`src/rtl/core/stack_vm_instruction_execute_assert.svh`:
```
// Assertion macros for the stack machine execute block.
// Clocked on clk_i; SVIE_ASSERT is off while rst_ni is low; empty if ASSERT_OFF.
`ifndef STACK_VM_INSTRUCTION_EXECUTE_ASSERT_SVH
`define STACK_VM_INSTRUCTION_EXECUTE_ASSERT_SVH
`ifndef ASSERT_OFF
`define SVIE_ASSERT(name, prop, msg) \
  name: assert property (@(posedge clk_i) disable iff (!rst_ni) (prop)) \
    else $error(msg);
`define SVIE_ASSERT_ALWAYS(name, prop, msg) \
  name: assert property (@(posedge clk_i) (prop)) \
    else $error(msg);
`else
`define SVIE_ASSERT(name, prop, msg)
`define SVIE_ASSERT_ALWAYS(name, prop, msg)
`endif
`endif

```
`src/rtl/core/svie_pkg.sv`:
```
// Shared types and constants of the stack machine execute block.
// No dependencies; used by the top level.
package svie_pkg;

  typedef logic [7:0] byte_t;

  localparam int RAM_DEPTH      = 256;
  localparam int RAM_AW         = $clog2(RAM_DEPTH);
  localparam int FRAME_SIZE     = 32;
  localparam int RETURN_SLOTS   = 2;
  localparam int REGISTER_COUNT = 8;
  localparam int REG_IDX_W      = $clog2(REGISTER_COUNT);

  typedef logic [RAM_AW-1:0]    addr_t;
  typedef logic [REG_IDX_W-1:0] reg_idx_t;

  localparam byte_t      FRAME_STEP  = byte_t'(FRAME_SIZE + RETURN_SLOTS);
  localparam logic [8:0] RAM_TOP     = 9'(RAM_DEPTH);

  localparam reg_idx_t REG_FP = reg_idx_t'(4);
  localparam reg_idx_t REG_SP = reg_idx_t'(5);
  localparam reg_idx_t REG_FN = reg_idx_t'(6);
  localparam reg_idx_t REG_PC = reg_idx_t'(7);

  typedef enum logic [2:0] {
    OP_MOV   = 3'd0,
    OP_CAL   = 3'd1,
    OP_RET   = 3'd2,
    OP_REF   = 3'd3,
    OP_ADD   = 3'd4,
    OP_OUT   = 3'd5,
    OP_NOT   = 3'd6,
    OP_EQU   = 3'd7
  } op_e;

  typedef enum logic [1:0] {
    KIND_VAL = 2'd0,
    KIND_REG = 2'd1,
    KIND_STK = 2'd2,
    KIND_PTR = 2'd3
  } kind_e;

  typedef enum logic [1:0] {
    ERR_NONE     = 2'd0,
    ERR_KIND     = 2'd1,
    ERR_OVERFLOW = 2'd2,
    ERR_CALLEE   = 2'd3
  } err_e;

  typedef enum logic [3:0] {
    ST_IDLE,
    ST_EXEC,
    ST_SRC,
    ST_PTR,
    ST_DST,
    ST_DPTR,
    ST_REG,
    ST_ADD,
    ST_CAL,
    ST_RET1,
    ST_RET2,
    ST_DONE
  } state_e;

endpackage

```
`src/rtl/core/svie_ram.sv`:
```
// Generic single-port RAM with registered read data.
// No dependencies.
module svie_ram #(
  parameter int Width = 8,
  parameter int Depth = 256
) (
  input  logic                     clk_i,
  input  logic                     we_i,
  input  logic [$clog2(Depth)-1:0] addr_i,
  input  logic [Width-1:0]         wdata_i,
  output logic [Width-1:0]         rdata_o
);

  logic [Width-1:0] mem_q [Depth];

  always_ff @(posedge clk_i) begin
    if (we_i) begin
      mem_q[addr_i] <= wdata_i;
    end
    rdata_o <= mem_q[addr_i];
  end

endmodule

```
`src/rtl/core/stack_vm_instruction_execute.sv`:
```
// Execute stage of an 8-bit stack machine: register file, sequencer, data RAM.
// Depends on svie_pkg, svie_ram and stack_vm_instruction_execute_assert.svh.
//
// Usage: present a fetched instruction with start_i while busy_o is low; it
// is taken at that clock edge and busy_o stays high until the result is out.
// The result appears for exactly one cycle with done_o high; the receiver
// cannot hold it off and must take it in that cycle.
// Requests take different paths through the sequencer: an error or a RET in
// main goes straight to the done state, and a move with both operands
// through a pointer takes the longest path.
// Every step through the data RAM is its own state: the RAM has a single port
// with registered read data, and a pointer needs a slot read before the
// target access.
// The main function index is written on the cfg channel, always ready; the user
// must write it only while the block is idle, which the block does not enforce.
// Reset clears the eight registers, the main index and the sequencer; the
// data RAM is not cleared and holds garbage until written.
`include "stack_vm_instruction_execute_assert.svh"

module stack_vm_instruction_execute (
  input  logic            clk_i,
  input  logic            rst_ni,
  input  logic            start_i,
  output logic            busy_o,
  input  logic [2:0]      req_type_i,
  input  logic [1:0]      src_kind_i,
  input  svie_pkg::byte_t src_value_i,
  input  logic [1:0]      dst_kind_i,
  input  svie_pkg::byte_t dst_value_i,
  input  svie_pkg::byte_t callee_index_i,
  input  logic            callee_found_i,
  input  logic            cfg_valid_i,
  output logic            cfg_ready_o,
  input  svie_pkg::byte_t cfg_data_i,
  output logic            done_o,
  output logic            print_valid_o,
  output svie_pkg::byte_t print_value_o,
  output svie_pkg::byte_t next_function_o,
  output svie_pkg::byte_t next_pc_o,
  output logic            finished_o,
  output logic [1:0]      error_code_o
);
  import svie_pkg::*;

  state_e   state_q, state_d;
  byte_t    rf_q [REGISTER_COUNT];
  byte_t    rf_d [REGISTER_COUNT];
  byte_t    main_q;

  op_e      op_q;
  kind_e    sk_q, dk_q;
  byte_t    sv_q, dv_q, callee_q;
  logic     found_q;

  byte_t    x_q, x_d;
  logic     pv_q, pv_d, fin_q, fin_d;
  byte_t    pval_q, pval_d;
  err_e     err_q, err_d;

  logic     accept;
  reg_idx_t rf_ridx;
  byte_t    rf_rdata;
  logic     mem_we;
  addr_t    mem_addr;
  byte_t    mem_wdata, mem_rdata;

  logic [8:0] src_sum, dst_sum, fp_limit;
  addr_t      slot_src, slot_dst;
  byte_t      fp_new;
  logic       cal_overflow;

  assign accept      = start_i && (state_q == ST_IDLE);
  assign cfg_ready_o = 1'b1;

  assign src_sum      = {1'b0, rf_q[REG_FP]} + {1'b0, sv_q};
  assign dst_sum      = {1'b0, rf_q[REG_FP]} + {1'b0, dv_q};
  assign slot_src     = src_sum[RAM_AW-1:0];
  assign slot_dst     = dst_sum[RAM_AW-1:0];
  assign fp_limit     = {1'b0, rf_q[REG_FP]} + {1'b0, FRAME_STEP};
  assign cal_overflow = (fp_limit >= RAM_TOP);
  assign fp_new       = fp_limit[7:0];
  assign rf_rdata     = rf_q[rf_ridx];

  svie_ram #(
    .Width (8),
    .Depth (RAM_DEPTH)
  ) u_data_ram (
    .clk_i   (clk_i),
    .we_i    (mem_we),
    .addr_i  (mem_addr),
    .wdata_i (mem_wdata),
    .rdata_o (mem_rdata)
  );

  always_comb begin
    state_d = state_q;
    case (state_q)
      ST_IDLE: begin
        if (start_i) state_d = ST_EXEC;
      end
      ST_EXEC: begin
        case (op_q)
          OP_MOV: state_d = (dk_q == KIND_VAL) ? ST_DONE : ST_SRC;
          OP_REF: begin
            if ((sk_q inside {KIND_VAL, KIND_REG}) || dk_q == KIND_VAL) state_d = ST_DONE;
            else state_d = ST_SRC;
          end
          OP_OUT: state_d = ST_SRC;
          OP_CAL: begin
            if (sk_q != KIND_VAL || !found_q || cal_overflow) state_d = ST_DONE;
            else state_d = ST_CAL;
          end
          OP_RET:  state_d = (rf_q[REG_FN] == main_q) ? ST_DONE : ST_RET1;
          default: state_d = ST_REG;
        endcase
      end
      ST_SRC:  state_d = (sk_q == KIND_PTR && op_q != OP_REF) ? ST_PTR : ST_DST;
      ST_PTR:  state_d = ST_DST;
      ST_DST: begin
        if (op_q != OP_OUT && dk_q == KIND_PTR) state_d = ST_DPTR;
        else state_d = ST_DONE;
      end
      ST_DPTR: state_d = ST_DONE;
      ST_REG:  state_d = (op_q == OP_ADD) ? ST_ADD : ST_DONE;
      ST_ADD:  state_d = ST_DONE;
      ST_CAL:  state_d = ST_DONE;
      ST_RET1: state_d = ST_RET2;
      ST_RET2: state_d = ST_DONE;
      ST_DONE: state_d = ST_IDLE;
      default: state_d = ST_IDLE;
    endcase
  end

  always_comb begin
    rf_d      = rf_q;
    x_d       = x_q;
    pv_d      = pv_q;
    pval_d    = pval_q;
    fin_d     = fin_q;
    err_d     = err_q;
    rf_ridx   = sv_q[REG_IDX_W-1:0];
    mem_we    = 1'b0;
    mem_addr  = slot_src;
    mem_wdata = '0;
    case (state_q)
      ST_IDLE: begin
        if (accept) begin
          pv_d   = 1'b0;
          pval_d = '0;
          fin_d  = 1'b0;
          err_d  = ERR_NONE;
        end
      end
      ST_EXEC: begin
        case (op_q)
          OP_MOV: begin
            if (dk_q == KIND_VAL) err_d = ERR_KIND;
            else rf_d[REG_PC] = rf_q[REG_PC] + 8'd1;
          end
          OP_REF: begin
            if ((sk_q inside {KIND_VAL, KIND_REG}) || dk_q == KIND_VAL) err_d = ERR_KIND;
            else rf_d[REG_PC] = rf_q[REG_PC] + 8'd1;
          end
          OP_CAL: begin
            if (sk_q != KIND_VAL) begin
              err_d = ERR_KIND;
            end else if (!found_q) begin
              err_d = ERR_CALLEE;
            end else if (cal_overflow) begin
              err_d = ERR_OVERFLOW;
            end else begin
              rf_d[REG_PC] = rf_q[REG_PC] + 8'd1;
              rf_d[REG_FP] = fp_new;
              rf_d[REG_SP] = fp_new;
              mem_we       = 1'b1;
              mem_addr     = addr_t'(fp_new - 8'd2);
              mem_wdata    = rf_q[REG_FN];
            end
          end
          OP_RET: begin
            if (rf_q[REG_FN] == main_q) begin
              fin_d = 1'b1;
            end else begin
              mem_addr     = addr_t'(rf_q[REG_FP] - 8'd1);
              rf_d[REG_SP] = rf_q[REG_FP] - 8'd2;
              rf_d[REG_FP] = rf_q[REG_FP] - FRAME_STEP;
            end
          end
          default: rf_d[REG_PC] = rf_q[REG_PC] + 8'd1;
        endcase
      end
      ST_SRC: begin
        case (sk_q)
          KIND_VAL: x_d = sv_q;
          KIND_REG: x_d = rf_rdata;
          KIND_STK: x_d = (op_q == OP_REF) ? byte_t'(slot_src) : mem_rdata;
          default: begin
            mem_addr = mem_rdata[RAM_AW-1:0];
            if (op_q == OP_REF) x_d = byte_t'(mem_rdata[RAM_AW-1:0]);
          end
        endcase
      end
      ST_PTR: x_d = mem_rdata;
      ST_DST: begin
        mem_addr = slot_dst;
        if (op_q == OP_OUT) begin
          pv_d   = 1'b1;
          pval_d = x_q;
        end else begin
          case (dk_q)
            KIND_REG: rf_d[dv_q[REG_IDX_W-1:0]] = x_q;
            KIND_STK: begin
              mem_we    = 1'b1;
              mem_wdata = x_q;
            end
            default: ;
          endcase
        end
      end
      ST_DPTR: begin
        mem_we    = 1'b1;
        mem_addr  = mem_rdata[RAM_AW-1:0];
        mem_wdata = x_q;
      end
      ST_REG: begin
        case (op_q)
          OP_NOT:  rf_d[sv_q[REG_IDX_W-1:0]] = ~rf_rdata;
          OP_EQU:  rf_d[sv_q[REG_IDX_W-1:0]] = (rf_rdata == '0) ? 8'd1 : 8'd0;
          default: x_d = rf_rdata;
        endcase
      end
      ST_ADD: begin
        rf_ridx                     = dv_q[REG_IDX_W-1:0];
        rf_d[dv_q[REG_IDX_W-1:0]] = rf_rdata + x_q;
      end
      ST_CAL: begin
        mem_we       = 1'b1;
        mem_addr     = addr_t'(rf_q[REG_FP] - 8'd1);
        mem_wdata    = rf_q[REG_PC];
        rf_d[REG_FN] = callee_q;
        rf_d[REG_PC] = '0;
      end
      ST_RET1: begin
        rf_d[REG_PC] = mem_rdata;
        mem_addr     = rf_q[REG_SP][RAM_AW-1:0];
      end
      ST_RET2: rf_d[REG_FN] = mem_rdata;
      default: ;
    endcase
  end

  always_comb begin
    busy_o          = (state_q != ST_IDLE);
    done_o          = (state_q == ST_DONE);
    print_valid_o   = pv_q;
    print_value_o   = pval_q;
    next_function_o = rf_q[REG_FN];
    next_pc_o       = rf_q[REG_PC];
    finished_o      = fin_q;
    error_code_o    = err_q;
  end

  always_ff @(posedge clk_i or negedge rst_ni) begin
    if (!rst_ni) begin
      state_q <= ST_IDLE;
      main_q  <= '0;
      pv_q    <= 1'b0;
      fin_q   <= 1'b0;
      err_q   <= ERR_NONE;
      for (int i = 0; i < REGISTER_COUNT; i++) begin
        rf_q[i] <= '0;
      end
    end else begin
      state_q <= state_d;
      pv_q    <= pv_d;
      fin_q   <= fin_d;
      err_q   <= err_d;
      rf_q    <= rf_d;
      if (cfg_valid_i && cfg_ready_o) main_q <= cfg_data_i;
    end
  end

  always_ff @(posedge clk_i) begin
    x_q    <= x_d;
    pval_q <= pval_d;
    if (accept) begin
      op_q     <= op_e'(req_type_i);
      sk_q     <= kind_e'(src_kind_i);
      sv_q     <= src_value_i;
      dk_q     <= kind_e'(dst_kind_i);
      dv_q     <= dst_value_i;
      callee_q <= callee_index_i;
      found_q  <= callee_found_i;
    end
  end

  `SVIE_ASSERT(a_accept_busy, (start_i && !busy_o) |=> busy_o, "accepted request left busy low")
  `SVIE_ASSERT(a_done_pulse, done_o |=> !done_o, "result strobe longer than one cycle")
  `SVIE_ASSERT(a_idle_no_write, mem_we |-> busy_o, "data RAM written while idle")
  `SVIE_ASSERT(a_err_quiet, (done_o && err_q != ERR_NONE) |-> !(pv_q || fin_q), "error with flags")
  `SVIE_ASSERT(a_err_pc_hold, (err_d != ERR_NONE) |=> $stable(rf_q[REG_PC]), "pc moved on an error")
  `SVIE_ASSERT_ALWAYS(a_reset_idle, !rst_ni |-> !done_o, "result strobe during reset")

endmodule
```
`config.mk`:
```
export PLATFORM = sky130hd
export DESIGN_NAME = stack_vm_instruction_execute
export DESIGN_NICKNAME = d
export VERILOG_FILES = /design/src/rtl/core/svie_pkg.sv /design/src/rtl/core/svie_ram.sv /design/src/rtl/core/stack_vm_instruction_execute.sv
export VERILOG_INCLUDE_DIRS = /design/src /design/src/rtl/core
export SDC_FILE = /design/constraint.sdc
export NUM_CORES = 2
export LEC_CHECK = 0
export BUFFER_PORTS_ARGS = -buffer_cell sky130_fd_sc_hd__buf_4
export CORE_MARGIN = 2
export CORE_UTILIZATION = 57
export CTS_CLUSTER_SIZE = 16
export DETAILED_ROUTE_END_ITERATION = 8
export GPL_TIMING_DRIVEN = 0
export PLACE_DENSITY = 0.71
export SYNTH_ARGS = -nofsm -noshare
export SYNTH_HDL_FRONTEND = slang
export SYNTH_HIERARCHICAL = 1
export SYNTH_SLANG_ARGS = --single-unit
```
`constraint.sdc`:
```
create_clock -name clk_i -period 7.25 [get_ports clk_i]
set_input_delay 1.0875 -clock clk_i [delete_from_list [all_inputs] [get_ports clk_i]]
set_output_delay 1.0875 -clock clk_i [all_outputs]
set_load 0.02 [all_outputs]
```
==> impl_metrics.env <==
export IMPL_nets=5227
export IMPL_stdcell_count=7394
export IMPL_regMostFlops="u_data_ram/mem_q"
export IMPL_max_freq_mhz=140
export IMPL_synth_fp_nets=4914
export IMPL_top_regs="u_data_ram/mem_q x2048, rf_q x16"
export IMPL_path_buf_inv=5
export IMPL_antenna_found_initial=3
export IMPL_yosysSeqAreaShare=0.728
export IMPL_cp_required_ns=7.97
export IMPL_yosys_top_cells_area="edfxtp_1 70%, mux4_2 13%, a22oi_1 2.4%"
export IMPL_via_per_inst=7.03
export IMPL_grt_usage=0.331
export IMPL_start_kind="flop"
export IMPL_status="complete, no violations"
export IMPL_cap_violations=0
export IMPL_drive_gt1_frac=0.244
export IMPL_yosysTopAreaCell="edfxtp_1"
export IMPL_slew_viol_final=0
export IMPL_grt_pass1_vias=50200
export IMPL_syn_inst=4841
export IMPL_largest_reg_flops=2048
export IMPL_hold_ws_ns=0.394
export IMPL_relSlewSlack=0.0624
export IMPL_yosysMostFrequentCell="edfxtp_1"
export IMPL_placeableCoreArea_um2=156000
export IMPL_synth_cell_type_count=95
export IMPL_routed_wl_met3_um=32900
export IMPL_cp_slowest_cell="a21oi_1"
export IMPL_crit_chain="clkbuf_1, a41oi_1, o211ai_1, or3_1, clkbuf_1, nand2_1, nor2_1, or2_2, a221o_1, nor2b_1, clkbuf_1, clkbuf_4, clkbuf_1, a22oi_1, a21oi_1, o41ai_1, nand4_1"
export IMPL_tightest_slew_ns=1.40
export IMPL_crit_family="buffers and inverters"
export IMPL_rsz0062_at_grt="no"
export IMPL_detail_route_first_pass_iterations=7
export IMPL_synthTopCellsByCount="2096 x edfxtp_1, 514 x mux4_2, 326 x nor2_1, 284 x a22oi_1, 234 x a21oi_1"
export IMPL_gp_congestion=1.02
export IMPL_chipWidth_um=400
export IMPL_cts_clk_slew_worst_paths_ns=0.07
export IMPL_dp_cells=6982
export IMPL_die_h_um=400
export IMPL_clock_skew_ns=0.0658
export IMPL_drt_wl_total_um=262000
export IMPL_syn_area_um2=89400
export IMPL_synth_edf_count=2096
export IMPL_met2_length_um=119000
export IMPL_yosys_warnings=6
export IMPL_grt_pass1_wl_um=369000
export IMPL_cts_made_buffers=213
export IMPL_setup_viol=0
export IMPL_crit_top_cell="clkbuf_1"
export IMPL_avgSynthCellArea_um2=18.5
export IMPL_cts_max_level=4
export IMPL_dpl_hpwl_um=173000
export IMPL_overflow=0
export IMPL_grt_max_degree=170
export IMPL_rows=145
export IMPL_worst_setup_path_type="reg -> reg"
export IMPL_synth_top_cell_area_share=0.704
export IMPL_clock_latency_ns=0.87
export IMPL_ys_ff_latch=2184
export IMPL_cp_data_arrival_time_ns=7.89
export IMPL_vias=52000
export IMPL_slowest_delay_ns=0.74
export IMPL_routedWlPerCell_um=35.4
export IMPL_drt_iter0_drc=8729
export IMPL_clock_path_buffers=3
export IMPL_async_reset_ff_frac=0.0366
export IMPL_critPathMaxFanout=10
export IMPL_setup_tns_ns=0
export IMPL_synth_ff_type="edfxtp_1"
export IMPL_dieArea_um2=160000
export IMPL_start_util=0.573
export IMPL_nFillCells=10600
export IMPL_hold_path_class="in -> reg"
export IMPL_cts_tree="done"
export IMPL_antenna_left=0
export IMPL_met1_length_um=98200
export IMPL_cts_root_buf="clkbuf_16"
export IMPL_io_pins=75
export IMPL_syn_to_final_growth_pct=12.6
export IMPL_end_kind="flop"
export IMPL_drc=0
export IMPL_finalCritPeriodShare=0.988
export IMPL_top_layer="met5"
export IMPL_port_buffers=72
export IMPL_hold_viol_final=0
export IMPL_cts_sinks=2184
export IMPL_finalCriticalPeriod_ns=7.16
-- cell families (layout without fill, tap and decap cells) --
family / Yosys count / count (layout) / synth area share
flops: 2184 / 2184 / 0.728
other cells: 1 / 2 / 0.0000420
compound gates: 890 / 890 / 0.0683
xor+xnor: 43 / 43 / 0.00440
buf+inv: 377 / 871 / 0.0197
mux: 580 / 580 / 0.138
simple gates: 737 / 737 / 0.0374
fa+ha+maj: 29 / 29 / 0.00431
-- final cells by class --
type | count | area (µm²) | area share
antenna | 1 | 2.50 | 0.0000249
buffer | 339 | 1700 | 0.0169
clock buffer | 267 | 5600 | 0.0557
clock inverter | 129 | 1280 | 0.0127
inverter | 35 | 191 | 0.00190
multi-input combinational | 2280 | 23300 | 0.231
sequential | 2184 | 65100 | 0.647
tap | 2058 | 2570 | 0.0256
timing repair buffer | 101 | 957 | 0.00951
-- layout by cell type, fill, tap and decap left out, types with 21 or more instances in the layout --
cell type  instances
buf_2             57
o22ai_1           23
nor2_4            48
mux4_2           514
clkbuf_1         219
edfxtp_1        2096
a22oi_1          284
dfrtp_1           80
ha_1              26
nor2_2            97
nand3_1           56
mux2i_1           51
o41ai_1           23
nand2b_1          21
o21ai_0          114
clkbuf_16        214
nor3_1            55
buf_6             21
clkbuf_2          23
nand2_1          154
a21oi_1          226
buf_4            122
clkinv_1          46
inv_1             25
xnor2_1           23
clkinv_2          37
buf_1             23
nor2_1           184
-- path summary, 6_finish.rpt --
kind                                      startpoint                       endpoint  slack (ns)  cells after the start
worst max-delay path            rf_q[27]$_DFFE_PN0P_  u_data_ram/rdata_o[3]$_DFF_P_        0.09                     17
worst min-delay path                  src_value_i[1]              sv_q[1]$_DFFE_PP_        0.39                      1
worst max register to register  rf_q[27]$_DFFE_PN0P_  u_data_ram/rdata_o[3]$_DFF_P_        0.09                     17
worst min register to register                  flop                           flop        0.52                      2
max in group asynchronous                     rst_ni          main_q[4]$_DFFE_PN0P_        5.94                      1
min in group asynchronous                     rst_ni                      async pin        0.44                      1
-- per-layer routing --
metal  global-route usage  vias to the layer above
met2                0.491                     3637
met4                0.133                        4
met1                0.472                    27100
met5                    0                        -
li1                     -                    20700
met3               0.0891                      561
-- timing repair --
action | in CTS | in global routing
endpoints found under the setup margin | 1624 | 1518
hold buffers | 0 | 0
resized for setup | 168 | 100
pin swaps | 10 | 1
setup buffers | 14 | 1
gates cloned | 0 | 0
-- metrics by stage --
step	utilization	cell area, µm²	setup WS (ns)
after CTS	0.643	100000	-0.286
after detailed placement	0.595	92900	-1.26
final	0.645	101000	0.0880
after global routing	0.645	101000	0.00196
after floorplan	-	89400	1.61
after global placement	0.593	92500	-3.30
Power is not shown: default switching activity piles up to over one toggle a cycle in this logic, so the estimate is an artifact.
